## src/rtl/assert_macros.svh

```systemverilog
// Assertion macros shared by the tokenizer RTL.
`ifndef ASSERT_MACROS_SVH
`define ASSERT_MACROS_SVH

// The condition must never be true outside reset.
`define ASSERT_NEVER(label, clk, rst_n, cond) \
	label: assert property (@(posedge clk) disable iff (!(rst_n)) !(cond)) \
		else $error("assertion failed: forbidden condition seen");

// When the antecedent holds, the consequent must hold in the same cycle.
`define ASSERT_IMPLIES(label, clk, rst_n, ante, cons) \
	label: assert property (@(posedge clk) disable iff (!(rst_n)) (ante) |-> (cons)) \
		else $error("assertion failed: implication broken");

`endif

```

## src/rtl/sct_pkg.sv

```systemverilog
// Types and constants shared by the shell command tokenizer.
`timescale 1ns / 1ps

package sct_pkg;

	localparam int TOKEN_BUFFER_LEN = 256;
	localparam int WLEN_W           = $clog2(TOKEN_BUFFER_LEN);
	localparam int QUEUE_DEPTH      = 4;
	localparam int QPTR_W           = $clog2(QUEUE_DEPTH);
	localparam int QCNT_W           = $clog2(QUEUE_DEPTH + 1);

	localparam logic [7:0] CH_PIPE   = 8'h7C;
	localparam logic [7:0] CH_LT     = 8'h3C;
	localparam logic [7:0] CH_GT     = 8'h3E;
	localparam logic [7:0] CH_AMP    = 8'h26;
	localparam logic [7:0] CH_BSLASH = 8'h5C;
	localparam logic [7:0] CH_SQUOTE = 8'h27;
	localparam logic [7:0] CH_DQUOTE = 8'h22;

	typedef enum logic [3:0] {
		K_CHAR   = 4'd0,
		K_WEND   = 4'd1,
		K_PIPE   = 4'd2,
		K_IN     = 4'd3,
		K_OUT    = 4'd4,
		K_APPEND = 4'd5,
		K_BG     = 4'd6,
		K_END    = 4'd7,
		K_ERR_SQ = 4'd8,
		K_ERR_DQ = 4'd9
	} kind_t;

	typedef struct packed {
		logic [7:0] char_in;
		logic       line_end;
	} in_t;

	typedef struct packed {
		kind_t      kind;
		logic [7:0] char_value;
		logic       last_of_item;
	} out_t;

	typedef struct packed {
		kind_t      kind;
		logic [7:0] ch;
	} tok_t;

	// Tokens caused by one input byte: cnt is 0, 1 or 2.
	typedef struct packed {
		logic [1:0] cnt;
		tok_t       tok_a;
		tok_t       tok_b;
	} cmd_t;

	typedef struct packed {
		logic full;
		logic empty;
	} q_status_t;

endpackage

```

## src/rtl/sct_front.sv

```systemverilog
// Lexer front end: takes bytes, tracks quoting mode, builds token commands.
`timescale 1ns / 1ps

module sct_front import sct_pkg::*; (
	input  logic      clk,
	input  logic      arst_n,
	input  logic      in_valid,
	output logic      in_ready,
	input  in_t       in_data,
	input  q_status_t q_stat,
	output logic      push,
	output cmd_t      cmd
);

	typedef enum logic [2:0] {
		M_IDLE  = 3'd0,
		M_WORD  = 3'd1,
		M_ESC   = 3'd2,
		M_SQ    = 3'd3,
		M_DQ    = 3'd4,
		M_DQESC = 3'd5,
		M_GT    = 3'd6
	} mode_t;

	localparam logic [WLEN_W-1:0] LEN_MAX = WLEN_W'(TOKEN_BUFFER_LEN - 1);

	mode_t             mode_q, mode_d;
	logic [WLEN_W-1:0] len_q, len_d;

	function automatic cmd_t add_tok(cmd_t c, kind_t k, logic [7:0] ch);
		cmd_t r;
		r = c;
		if (c.cnt == 2'd0) begin
			r.tok_a = '{kind: k, ch: ch};
			r.cnt   = 2'd1;
		end else if (c.cnt == 2'd1) begin
			r.tok_b = '{kind: k, ch: ch};
			r.cnt   = 2'd2;
		end
		return r;
	endfunction

	logic [7:0] c;
	logic       blank, is_op;
	logic       do_idle, do_op, do_wb, push_c;

	assign c        = in_data.char_in;
	assign blank    = (c == 8'h20) || (c >= 8'h09 && c <= 8'h0D);
	assign is_op    = (c == CH_PIPE) || (c == CH_LT) || (c == CH_GT) || (c == CH_AMP);
	assign in_ready = !q_stat.full;

	always_comb begin
		cmd     = '0;
		mode_d  = mode_q;
		len_d   = len_q;
		do_idle = 1'b0;
		do_op   = 1'b0;
		do_wb   = 1'b0;
		push_c  = 1'b0;
		if (in_data.line_end) begin
			unique case (mode_q)
				M_SQ: cmd = add_tok(cmd, K_ERR_SQ, 8'h00);
				M_DQ, M_DQESC: cmd = add_tok(cmd, K_ERR_DQ, 8'h00);
				M_WORD, M_ESC: begin
					if (len_q != '0) cmd = add_tok(cmd, K_WEND, 8'h00);
					cmd = add_tok(cmd, K_END, 8'h00);
				end
				M_GT: begin
					cmd = add_tok(cmd, K_OUT, 8'h00);
					cmd = add_tok(cmd, K_END, 8'h00);
				end
				default: cmd = add_tok(cmd, K_END, 8'h00);
			endcase
			mode_d = M_IDLE;
			len_d  = '0;
		end else begin
			unique case (mode_q)
				M_WORD: begin
					if (blank || is_op) begin
						if (len_q != '0) cmd = add_tok(cmd, K_WEND, 8'h00);
						len_d  = '0;
						mode_d = M_IDLE;
						do_op  = is_op;
					end else begin
						do_wb = 1'b1;
					end
				end
				M_ESC: begin
					push_c = 1'b1;
					mode_d = M_WORD;
				end
				M_SQ: begin
					if (c == CH_SQUOTE) mode_d = M_WORD;
					else push_c = 1'b1;
				end
				M_DQ: begin
					if (c == CH_DQUOTE) mode_d = M_WORD;
					else if (c == CH_BSLASH) mode_d = M_DQESC;
					else push_c = 1'b1;
				end
				M_DQESC: begin
					push_c = 1'b1;
					mode_d = M_DQ;
				end
				M_GT: begin
					mode_d = M_IDLE;
					if (c == CH_GT) begin
						cmd = add_tok(cmd, K_APPEND, 8'h00);
					end else begin
						cmd     = add_tok(cmd, K_OUT, 8'h00);
						do_idle = 1'b1;
					end
				end
				default: do_idle = 1'b1;
			endcase

			// byte seen between tokens
			if (do_idle) begin
				mode_d = M_IDLE;
				if (is_op) begin
					do_op = 1'b1;
				end else if (!blank) begin
					len_d = '0;
					do_wb = 1'b1;
				end
			end

			if (do_op) begin
				mode_d = M_IDLE;
				priority if (c == CH_PIPE) cmd = add_tok(cmd, K_PIPE, 8'h00);
				else if (c == CH_LT) cmd = add_tok(cmd, K_IN, 8'h00);
				else if (c == CH_AMP) cmd = add_tok(cmd, K_BG, 8'h00);
				else mode_d = M_GT;
			end

			// plain word byte outside quotes
			if (do_wb) begin
				priority if (c == CH_BSLASH) mode_d = M_ESC;
				else if (c == CH_SQUOTE) mode_d = M_SQ;
				else if (c == CH_DQUOTE) mode_d = M_DQ;
				else begin
					mode_d = M_WORD;
					push_c = 1'b1;
				end
			end

			// drop characters past the buffer limit
			if (push_c && (len_d < LEN_MAX)) begin
				cmd   = add_tok(cmd, K_CHAR, c);
				len_d = len_d + 1'b1;
			end
		end
	end

	assign push = in_valid && in_ready && (cmd.cnt != 2'd0);

	always_ff @(posedge clk or negedge arst_n) begin
		if (!arst_n) begin
			mode_q <= M_IDLE;
			len_q  <= '0;
		end else if (in_valid && in_ready) begin
			mode_q <= mode_d;
			len_q  <= len_d;
		end
	end

endmodule

```

## src/rtl/sct_queue.sv

```systemverilog
// Short command queue between the lexer front end and the token sender.
`timescale 1ns / 1ps

`include "assert_macros.svh"

module sct_queue import sct_pkg::*; (
	input  logic      clk,
	input  logic      arst_n,
	input  logic      push,
	input  cmd_t      push_data,
	input  logic      pop,
	output cmd_t      head,
	output q_status_t stat
);

	cmd_t              mem [QUEUE_DEPTH];
	logic [QPTR_W-1:0] wr_ptr_q, rd_ptr_q;
	logic [QCNT_W-1:0] count_q;

	function automatic logic [QPTR_W-1:0] ptr_next(logic [QPTR_W-1:0] p);
		return (p == QPTR_W'(QUEUE_DEPTH - 1)) ? '0 : p + 1'b1;
	endfunction

	assign stat.full  = (count_q == QCNT_W'(QUEUE_DEPTH));
	assign stat.empty = (count_q == '0);
	assign head       = mem[rd_ptr_q];

	always_ff @(posedge clk) begin
		if (push) mem[wr_ptr_q] <= push_data;
	end

	always_ff @(posedge clk or negedge arst_n) begin
		if (!arst_n) begin
			wr_ptr_q <= '0;
			rd_ptr_q <= '0;
			count_q  <= '0;
		end else begin
			if (push) wr_ptr_q <= ptr_next(wr_ptr_q);
			if (pop) rd_ptr_q <= ptr_next(rd_ptr_q);
			unique case ({push, pop})
				2'b10:   count_q <= count_q + 1'b1;
				2'b01:   count_q <= count_q - 1'b1;
				default: count_q <= count_q;
			endcase
		end
	end

	`ASSERT_NEVER(a_no_overflow, clk, arst_n, push && stat.full)
	`ASSERT_NEVER(a_no_underflow, clk, arst_n, pop && stat.empty)
	`ASSERT_IMPLIES(a_head_nonempty, clk, arst_n, !stat.empty, head.cnt != 2'd0)

endmodule

```

## src/rtl/sct_back.sv

```systemverilog
// Token sender: unpacks queued commands into single results.
`timescale 1ns / 1ps

`include "assert_macros.svh"

module sct_back import sct_pkg::*; (
	input  logic      clk,
	input  logic      arst_n,
	input  cmd_t      head,
	input  q_status_t q_stat,
	output logic      pop,
	output logic      out_valid,
	input  logic      out_ready,
	output out_t      out_data
);

	logic out_valid_q;
	out_t out_q;
	logic phase_q;
	logic load;
	tok_t tok;

	assign load = (!out_valid_q || out_ready) && !q_stat.empty;
	assign tok  = phase_q ? head.tok_b : head.tok_a;
	assign pop  = load && (phase_q || head.cnt == 2'd1);

	always_ff @(posedge clk or negedge arst_n) begin
		if (!arst_n) begin
			out_valid_q <= 1'b0;
			phase_q     <= 1'b0;
		end else if (!out_valid_q || out_ready) begin
			out_valid_q <= !q_stat.empty;
			if (load) phase_q <= !pop;
		end
	end

	always_ff @(posedge clk) begin
		if (load) begin
			out_q.kind         <= tok.kind;
			out_q.char_value   <= tok.ch;
			out_q.last_of_item <= pop;
		end
	end

	assign out_valid = out_valid_q;
	assign out_data  = out_q;

	`ASSERT_IMPLIES(a_phase_has_second, clk, arst_n, phase_q, (!q_stat.empty) && (head.cnt == 2'd2))
	`ASSERT_IMPLIES(a_char_zero, clk, arst_n, out_valid_q && (out_q.kind != K_CHAR),
		out_q.char_value == 8'h00)
	`ASSERT_IMPLIES(a_second_is_last, clk, arst_n, load && phase_q, pop)

endmodule

```

## src/rtl/shell_command_tokenizer_core.sv

```systemverilog
// Top level of the streaming shell command-line tokenizer.
`timescale 1ns / 1ps

// Usage
//   in_valid / in_ready / in_data: one request per byte of the command line
//   (in_data.char_in), closed by a request with in_data.line_end set.
//   out_valid / out_ready / out_data: one request per token: word characters,
//   word end, pipe, redirections, background, end of line or a quote error.
//   out_data.last_of_item marks the final token caused by one input request.
// Timing
//   Input requests are taken one per cycle while the four-entry command queue
//   has room. A request's first token passes through a queue entry and then
//   the output register. While out_ready is high the output stage sends one
//   token per cycle; the queue absorbs short bursts.
// Stalls
//   A stalled receiver holds the output register; the front keeps taking bytes
//   until the queue fills, then drops in_ready.
// Reset
//   arst_n clears the lexer to its idle mode with an empty word, empties the
//   queue and drops out_valid. Any end of line returns the lexer to that state.

module shell_command_tokenizer_core import sct_pkg::*; (
	input  logic clk,
	input  logic arst_n,
	input  logic in_valid,
	output logic in_ready,
	input  in_t  in_data,
	output logic out_valid,
	input  logic out_ready,
	output out_t out_data
);

	q_status_t q_stat;
	logic      push, pop;
	cmd_t      cmd, head;

	// Classify each byte and turn it into zero, one or two tokens.
	sct_front u_front (
		.clk      (clk),
		.arst_n   (arst_n),
		.in_valid (in_valid),
		.in_ready (in_ready),
		.in_data  (in_data),
		.q_stat   (q_stat),
		.push     (push),
		.cmd      (cmd)
	);

	// Hold commands so the front and the sender stall independently.
	sct_queue u_queue (
		.clk       (clk),
		.arst_n    (arst_n),
		.push      (push),
		.push_data (cmd),
		.pop       (pop),
		.head      (head),
		.stat      (q_stat)
	);

	// Send the queued tokens one at a time through the output register.
	sct_back u_back (
		.clk       (clk),
		.arst_n    (arst_n),
		.head      (head),
		.q_stat    (q_stat),
		.pop       (pop),
		.out_valid (out_valid),
		.out_ready (out_ready),
		.out_data  (out_data)
	);

endmodule
```

## config.mk

```make
export PLATFORM = sky130hd
export DESIGN_NAME = shell_command_tokenizer_core
export DESIGN_NICKNAME = d
export VERILOG_FILES = /design/src/rtl/sct_pkg.sv /design/src/rtl/sct_front.sv /design/src/rtl/sct_queue.sv /design/src/rtl/sct_back.sv /design/src/rtl/shell_command_tokenizer_core.sv
export VERILOG_INCLUDE_DIRS = /design/src /design/src/rtl
export SDC_FILE = /design/constraint.sdc
export NUM_CORES = 1
export LEC_CHECK = 0
export BUFFER_PORTS_ARGS = -buffer_cell sky130_fd_sc_hd__buf_2
export CAP_MARGIN = 10
export CORE_ASPECT_RATIO = 1.4
export CORE_MARGIN = 2
export CORE_UTILIZATION = 55
export CTS_BUF_LIST = sky130_fd_sc_hd__clkbuf_4
export DETAILED_ROUTE_END_ITERATION = 10
export GPL_TIMING_DRIVEN = 0
export PLACE_DENSITY_LB_ADDON = 0.05
export REMOVE_ABC_BUFFERS = 1
export SYNTH_ARGS = -nofsm -noshare
export SYNTH_HDL_FRONTEND = slang
export SYNTH_HIERARCHICAL = 1
export SYNTH_SLANG_ARGS = --single-unit
export TNS_END_PERCENT = 30
```

## constraint.sdc

```tcl
create_clock -name clk -period 7.9 [get_ports clk]
set_input_delay 1.975 -clock clk [delete_from_list [all_inputs] [get_ports clk]]
set_output_delay 1.975 -clock clk [all_outputs]
set_load 0.01 [all_outputs]
```

After elaboration in Yosys (flattened, before gate mapping):

Memory sizes are Yosys's and may differ from the RTL's.
Cells that the tools add are included.
W data, S select, Z words.

* register bits: 33
* bits in writable memories: 104
* bits of input ports: 13
* output and inout bits: 15
* word-level logic and storage cells: 173
* memories kept: 1

Memories
* u_queue.mem: depth 4, bits a word 26, read ports 1, clocked after memory_dff 0, wr ports 1, RTL line sct_queue.sv:16 `cmd_t mem [QUEUE_DEPTH];`

* add/subtract/negate cells: 5
* magnitude comparators: 3
* eq/ne operators: 27
* mux-type cells: 95
* reductions and logical operators: 32

Operators with widths (number)
* $mux W26: 11
* $mux W12: 18
* $pmux W26 S4: 1
* $mux W8: 8
* $pmux W26 S2: 1
* $eq A8 B6 Y1 const B: 6
* $mux W3: 14
* $mux W14: 2
* $mux W25: 1
* $mux W1: 23
* $mux W21: 1
* $mux W2: 10
* $pmux W3 S6: 1
* $eq A8 B7 Y1 const B: 2
* $eq A2 B1 Y1 const B: 6
* $eq A3 B3 Y1 const B: 4
* $ne A6 B2 Y1 const B: 2
* $mux W11: 1
* $reduce_bool A10 Y1: 1
* $add A8 B1 Y8 const B: 1
* $ge A8 B4 Y1 const B: 1
* $le A8 B4 Y1 const B: 1
* $logic_not A2 Y1: 4
* $lt A8 B8 Y1 const B: 1
* other kinds (20): 41

Depth between registers and ports, before layout:

* depth after elaboration: 25
* gate-level depth with buffers: 27
* mapped depth without buffers: 23

Modules after synthesis:

Netlist, hierarchy kept.

Modules (own cells, without submodules)
* sct_queue: instances 1, cells an instance 175, area each 4219.0 um^2, sequential area each 3298.2 um^2
* sct_front: instances 1, cells an instance 235, area each 1719.1 um^2, sequential area each 275.3 um^2
* sct_back: instances 1, cells an instance 36, area each 634.4 um^2, sequential area each 440.4 um^2

Worst setup path before layout:

OpenSTA, ideal clock, no wires.

* path kind: input to register
* start: in in_data[1] in the netlist's numbering
* end: mem u_queue/mem[0][0] in the netlist's numbering, enable pin
* setup time: 0.385 ns
* arrival: 5.752 ns
* required time: 7.515 ns
* setup slack: 1.763 ns
* cell stages on the path: 19
* path buffers: 4
* cell sequence: buf_6 -> nand4b_4 -> or4b_4 -> nand2_2 -> nor3_2 -> or2_1 -> buf_6 -> nor2_1 -> ha_1 -> nand3_1 -> nor2_1 -> nand2_1 -> or3_1 -> nand2_1 -> buf_4 -> buf_4 -> a221oi_1 -> a31oi_1 -> and2_1

* cells in the longest elaborated chain, start to end: 25
* elaborated cells on any way between the ends: 69
* classes of those cells: 3 x order compare; 10 x eq/ne; 45 x mux; 11 x reduce/logical

RTL lines
* start, declared: RTL line shell_command_tokenizer_core.sv:27 `input in_t in_data,`
* parallel branches: the longest is 19 deep, another holds $ge A8 B4 Y1
* $mux W26 (*): RTL line sct_front.sv:148 `if (push_c && (len_d < LEN_MAX)) begin`
* $mux W26 (*): RTL line sct_front.sv:60 `if (in_data.line_end) begin`
* $reduce_bool A2 Y1 (*): RTL line sct_front.sv:155 `assign push = in_valid && in_ready && (cmd.cnt != 2'd0);`
* $logic_and A1 B1 Y1 (*): RTL line sct_front.sv:155
* via push: RTL line shell_command_tokenizer_core.sv:34 `logic push, pop;`
* $mux W1 (*): RTL line sct_queue.sv:29 `if (push) mem[wr_ptr_q] <= push_data;`
* $mux W1 (implied by the code) (*): RTL line sct_queue.sv:29
* end, declared: RTL line sct_queue.sv:16

Mark *: on every way through the listed nets, which the timed path passes. The select of a mux whose other input is x is not followed.

Worst setup path in the final report:

* start: in in_data[3] in the netlist's numbering
* end: mem u_queue/mem[2][16] in the netlist's numbering, enable pin

The elaborated chain is that of the path after synthesis.

==> flow_summary.html <==
<table>
<tr><th>Metric</th><th>Value</th></tr>
<tr><th colspan="2">Critical path</th></tr>
<tr><td>Data required time of the worst path</td><td>8.12 ns</td></tr>
<tr><td>Reg2Reg Capture Point</td><td>u_queue/mem[2][16]</td></tr>
<tr><td>Worst reg2reg setup slack</td><td>2.39 ns</td></tr>
<tr><td>Critical Setup Path Class</td><td>in -&gt; reg</td></tr>
<tr><td>Maximum fanout along the worst path</td><td>21</td></tr>
<tr><td>Worst EP arrival</td><td>6.72 ns</td></tr>
<tr><td>Critical path capture point type</td><td>flip-flop</td></tr>
<tr><td>Launch instance of the worst register-to-register path</td><td>u_front/mode_q[2]</td></tr>
<tr><td>Startpoint type of the worst setup path</td><td>primary input</td></tr>
<tr><td>R2R cell count</td><td>18</td></tr>
<tr><th colspan="2">Worst hold path</th></tr>
<tr><td>Hold Path Sink</td><td>u_queue/count_q[2]</td></tr>
<tr><td>Startpoint of the most critical hold path</td><td>u_queue/count_q[2]</td></tr>
<tr><td>Path category of the worst min-delay check</td><td>reg -&gt; reg</td></tr>
<tr><td>Number of cells on the worst hold path</td><td>1</td></tr>
<tr><th colspan="2">Global route</th></tr>
<tr><td>Initial antenna violation count</td><td>1</td></tr>
<tr><td>Maximum number of pins on one net before global-route repair</td><td>30</td></tr>
<tr><td>Number of global-route vias before repair</td><td>3983</td></tr>
<tr><td>Global routing's busiest layer</td><td>met2</td></tr>
<tr><td>Met3 routing resource usage after global routing</td><td>0.0486</td></tr>
<tr><td>GR met2 Demand/Resource</td><td>0.358</td></tr>
<tr><td>Remaining global-route overflow</td><td>0</td></tr>
<tr><td>Global-route usage over all layers</td><td>0.209</td></tr>
<tr><td>Met1 usage in global routing</td><td>0.249</td></tr>
<tr><td>Wire length of the first global-routing pass</td><td>roughly 20000 um</td></tr>
<tr><th colspan="2">Clock tree</th></tr>
<tr><td>Count of hold-fix buffers inserted at cts</td><td>0</td></tr>
<tr><td>H-tree depth reported by CTS</td><td>4</td></tr>
<tr><td>Clock tree root buffer cell</td><td>sky130_fd_sc_hd__clkbuf_4</td></tr>
<tr><td>Post-CTS resize count</td><td>0</td></tr>
<tr><td>CTS Buffer Depth</td><td>2</td></tr>
<tr><td>CTS tree</td><td>done</td></tr>
<tr><td>Post CTS Setup Buffer Count</td><td>0</td></tr>
<tr><td>Worst skew pair latency</td><td>roughly 0.52 ns</td></tr>
<tr><td>Number of CTS-inserted buffers</td><td>17</td></tr>
<tr><td>Clock sinks</td><td>approximately 140</td></tr>
<tr><td>Clock slew at the register clock pins of the worst setup and hold paths</td><td>about 0.12 ns</td></tr>
<tr><th colspan="2">Logic synthesis</th></tr>
<tr><td>YS warnings</td><td>6</td></tr>
<tr><td>Gate count after technology mapping</td><td>roughly 450</td></tr>
<tr><td>Syn_area_per_cell</td><td>14.7 um^2</td></tr>
<tr><td>Netlist cell types</td><td>70</td></tr>
<tr><td>Share of synthesized area occupied by flip-flops and latches</td><td>0.611</td></tr>
<tr><td>Cell taking the most area after synthesis</td><td>sky130_fd_sc_hd__edfxtp_1</td></tr>
<tr><td>Synth Cell Area</td><td>between 6000 and 7000 um^2</td></tr>
<tr><td>Proportion of netlist area held by the largest area contributor</td><td>0.535</td></tr>
<tr><td>Ys flop type</td><td>sky130_fd_sc_hd__edfxtp_1</td></tr>
<tr><td>Number of enable flip-flop cells after synthesis</td><td>approximately 120</td></tr>
<tr><td>Async set-reset flop share out of synthesis</td><td>0.146</td></tr>
<tr><td>Register bit total from synthesis</td><td>roughly 140</td></tr>
<tr><td>Largest cells by area after synthesis</td><td>sky130_fd_sc_hd__edfxtp_1, sky130_fd_sc_hd__dfrtp_1, sky130_fd_sc_hd__mux4_2</td></tr>
<tr><th colspan="2">Die</th></tr>
<tr><td>Die Width</td><td>96.4 um</td></tr>
<tr><td>Count of boundary I/O pins</td><td>28</td></tr>
<tr><td>Cell Rows</td><td>47</td></tr>
<tr><td>Core Area</td><td>approximately 12000 um^2</td></tr>
<tr><td>Die H</td><td>133 um</td></tr>
<tr><td>Initial core utilization</td><td>0.559</td></tr>
<tr><td>Full die area</td><td>around 13000 um^2</td></tr>
<tr><th colspan="2">Routing</th></tr>
<tr><td>Residual DRC</td><td>0</td></tr>
<tr><td>Final routed wirelength across all metal layers</td><td>about 12000 um</td></tr>
<tr><td>Detail-routed via count per cell</td><td>approximately 6.0</td></tr>
<tr><td>Number of optimization iterations in the first detailed-route pass</td><td>5</td></tr>
<tr><td>Detail Route Antenna Nets</td><td>0</td></tr>
<tr><td>Total vias in the final route</td><td>3810</td></tr>
<tr><td>Initial DRC Count</td><td>184</td></tr>
<tr><td>Routed wirelength normalized by instance count</td><td>around 19 um</td></tr>
<tr><th colspan="2">Cells and area</th></tr>
<tr><td>Layout Utilization</td><td>0.612</td></tr>
<tr><td>Multi-input combinational cell area</td><td>~2300 um^2</td></tr>
<tr><td>Area added between synthesis and finish</td><td>9.48%</td></tr>
<tr><td>Fraction of layout cells with a size suffix above 1</td><td>0.230</td></tr>
<tr><td>Final instance area</td><td>slightly above 7000 um^2</td></tr>
<tr><td>Register Area</td><td>between 4000 and 5000 um^2</td></tr>
<tr><td>Final cell count without fillers</td><td>roughly 640</td></tr>
<tr><td>Final-layout fill cell count</td><td>923</td></tr>
<tr><td>Net total in the final layout</td><td>between 500 and 600</td></tr>
<tr><th colspan="2">STA</th></tr>
<tr><td>Worst Setup Slack, final</td><td>1.40 ns</td></tr>
<tr><td>Time the worst path needs with I/O delays and setup</td><td>approximately 6.5 ns</td></tr>
<tr><td>Max-Slew Margin vs Limit</td><td>0.327</td></tr>
<tr><td>Maximum clock skew at final layout</td><td>~0.020 ns</td></tr>
<tr><td>Hold Fails Final Rpt</td><td>0</td></tr>
<tr><td>Highest clock rate</td><td>approximately 0.15 GHz</td></tr>
<tr><td>Min Hold Slack</td><td>0.507 ns</td></tr>
<tr><td>RSZ-0062 raised after global routing</td><td>no</td></tr>
<tr><td>Finish-stage setup viols</td><td>0</td></tr>
<tr><td>Summed negative setup slack over all endpoints</td><td>0 ns</td></tr>
<tr><td>Total count of max-transition violations in the final report</td><td>0</td></tr>
<tr><td>Worst Tran Pin Value</td><td>1.01 ns</td></tr>
<tr><td>Final period utilization</td><td>0.823</td></tr>
<tr><th colspan="2">Place</th></tr>
<tr><td>Detailed placer's ending HPWL</td><td>roughly 8000 um</td></tr>
<tr><td>Placer congestion estimate</td><td>~0.9</td></tr>
<tr><td>Placed Area</td><td>between 6000 and 7000 um^2</td></tr>
<tr><td>Placed cell count</td><td>between 600 and 700</td></tr>
<tr><td>Worst setup timing slack at the placement stage</td><td>slightly below 0.9 ns</td></tr>
<tr><td>Total of buffers placed on input and output ports</td><td>27</td></tr>
<tr><th colspan="2">Pwr</th></tr>
<tr><td>P per Cell Area</td><td>between 300 and 400 nW/um^2</td></tr>
<tr><td>Power after layout</td><td>2.57 mW</td></tr>
<tr><td>Static power due to leakage</td><td>approximately 2.6 nW</td></tr>
<tr><td>Max IR drop VDD</td><td>0.000182 V</td></tr>
<tr><th colspan="2">Outcome</th></tr>
<tr><td>Run status</td><td>finished, final reports clean</td></tr>
<tr><th colspan="2">Job</th></tr>
<tr><td>Number of max-cap violations</td><td>0</td></tr>
</table>
[critical path, stage by stage]
cell,delay [ns]
sky130_fd_sc_hd__buf_2,0.23
sky130_fd_sc_hd__nor3_1,0.09
sky130_fd_sc_hd__a2111oi_1,0.48
sky130_fd_sc_hd__o21a_2,0.22
sky130_fd_sc_hd__nor3_2,0.07
sky130_fd_sc_hd__or2_1,0.32
sky130_fd_sc_hd__nor2_1,0.12
sky130_fd_sc_hd__ha_1,0.18
sky130_fd_sc_hd__nand3_1,0.17
sky130_fd_sc_hd__nor2_1,0.13
sky130_fd_sc_hd__nand2_1,0.07
sky130_fd_sc_hd__or3_1,0.45
sky130_fd_sc_hd__nand2_1,0.54
sky130_fd_sc_hd__a221oi_1,0.29
sky130_fd_sc_hd__a31oi_1,0.48
sky130_fd_sc_hd__and2_1,0.62
sky130_fd_sc_hd__buf_16,0.24
[worst max-delay path by stage]
stage | startpoint | end | slack (ns) | cells after the start
floorplan | in_data[1] | u_queue/mem[0][0] | 1.84 | 15
global placement | in_data[3] | u_queue/mem[1][20] | 0.39 | 16
detailed placement | in_data[3] | u_queue/mem[3][5] | 0.87 | 17
CTS | in_data[3] | u_queue/mem[3][15] | 1.40 | 17
global route | in_data[3] | u_queue/mem[3][15] | 1.02 | 17
finish | in_data[3] | u_queue/mem[2][16] | 1.40 | 17
[metal layers]
metal / up-vias / routed length [um]
met4: 0 / 211
met3: 20 / 443
li1: 1807 / -
met2: 77 / 6560
met5: - / 0
met1: 1906 / 5090
[placed cells by master (no fill, tap or decap), drive strengths merged, types with 14 or more instances in the layout]
cell type	n
ha	14
nor2	20
mux2	16
dfrtp	20
buf	31
mux4	26
clkbuf	19
inv	29
o21ai	17
nand2	24
edfxtp	117
[sequential cells by signal, summed over array words and instances, names as in the netlist]
signal,count
u_back/out_data,13
u_queue/wr_ptr_q,2
u_queue/count_q,3
u_front/len_q,8
u_front/mode_q,3
u_queue/mem,104
u_queue/rd_ptr_q,2
u_back/out_valid,1
u_back/phase_q,1
[final cells by class]
cell class	count	area share
timing repair buffer	31	0.0313
inverter	25	0.0130
sequential	137	0.558
antenna	1	0.000348
clock buffer	19	0.0198
clock inverter	13	0.0332
tap	147	0.0256
multi-input combinational	262	0.319
[logic make-up (layout without fill, tap and decap cells)]
group,Yosys count,in the layout,synth area share
flops,137,137,0.611
fa+ha+maj,15,15,0.0297
mux,42,42,0.121
simple gates,133,133,0.121
buf+inv,47,88,0.0407
xor+xnor,8,8,0.0107
compound gates,63,63,0.0655
other cells,1,2,0.000571
[cells in the mapped netlist (3+ instances only)]
library cell and number:
sky130_fd_sc_hd__mux2_2 16, sky130_fd_sc_hd__nor3_2 3, sky130_fd_sc_hd__nor4b_1 3, sky130_fd_sc_hd__o21ai_1 3
sky130_fd_sc_hd__or2_1 3, sky130_fd_sc_hd__o31ai_1 5, sky130_fd_sc_hd__nand3_1 7, sky130_fd_sc_hd__xnor2_1 5
sky130_fd_sc_hd__nor4_1 3, sky130_fd_sc_hd__or4_1 7, sky130_fd_sc_hd__buf_2 5, sky130_fd_sc_hd__dfrtp_1 20
sky130_fd_sc_hd__nor2_1 20, sky130_fd_sc_hd__or3_1 8, sky130_fd_sc_hd__mux4_2 18, sky130_fd_sc_hd__mux4_1 8
sky130_fd_sc_hd__a21oi_1 11, sky130_fd_sc_hd__nand2_1 23, sky130_fd_sc_hd__clkbuf_1 5, sky130_fd_sc_hd__o21ai_0 14
sky130_fd_sc_hd__o311ai_1 3, sky130_fd_sc_hd__xor2_1 3, sky130_fd_sc_hd__and2_1 12, sky130_fd_sc_hd__and3_1 11
sky130_fd_sc_hd__buf_6 5, sky130_fd_sc_hd__nor2b_1 4, sky130_fd_sc_hd__ha_1 14, sky130_fd_sc_hd__nor3_1 10
sky130_fd_sc_hd__edfxtp_1 117, sky130_fd_sc_hd__inv_1 25, sky130_fd_sc_hd__o22ai_1 3, sky130_fd_sc_hd__buf_4 4
[report_power, final]
| group | leakage [nW] | internal [mW] | switching [mW] |
|---|---|---|---|
| logic | 1.06 | 0.401 | 0.461 |
| registers | 1.35 | 1.02 | 0.103 |
| clock network | 0.195 | 0.327 | 0.257 |
Note: power is estimated with default switching activity, not from simulation.
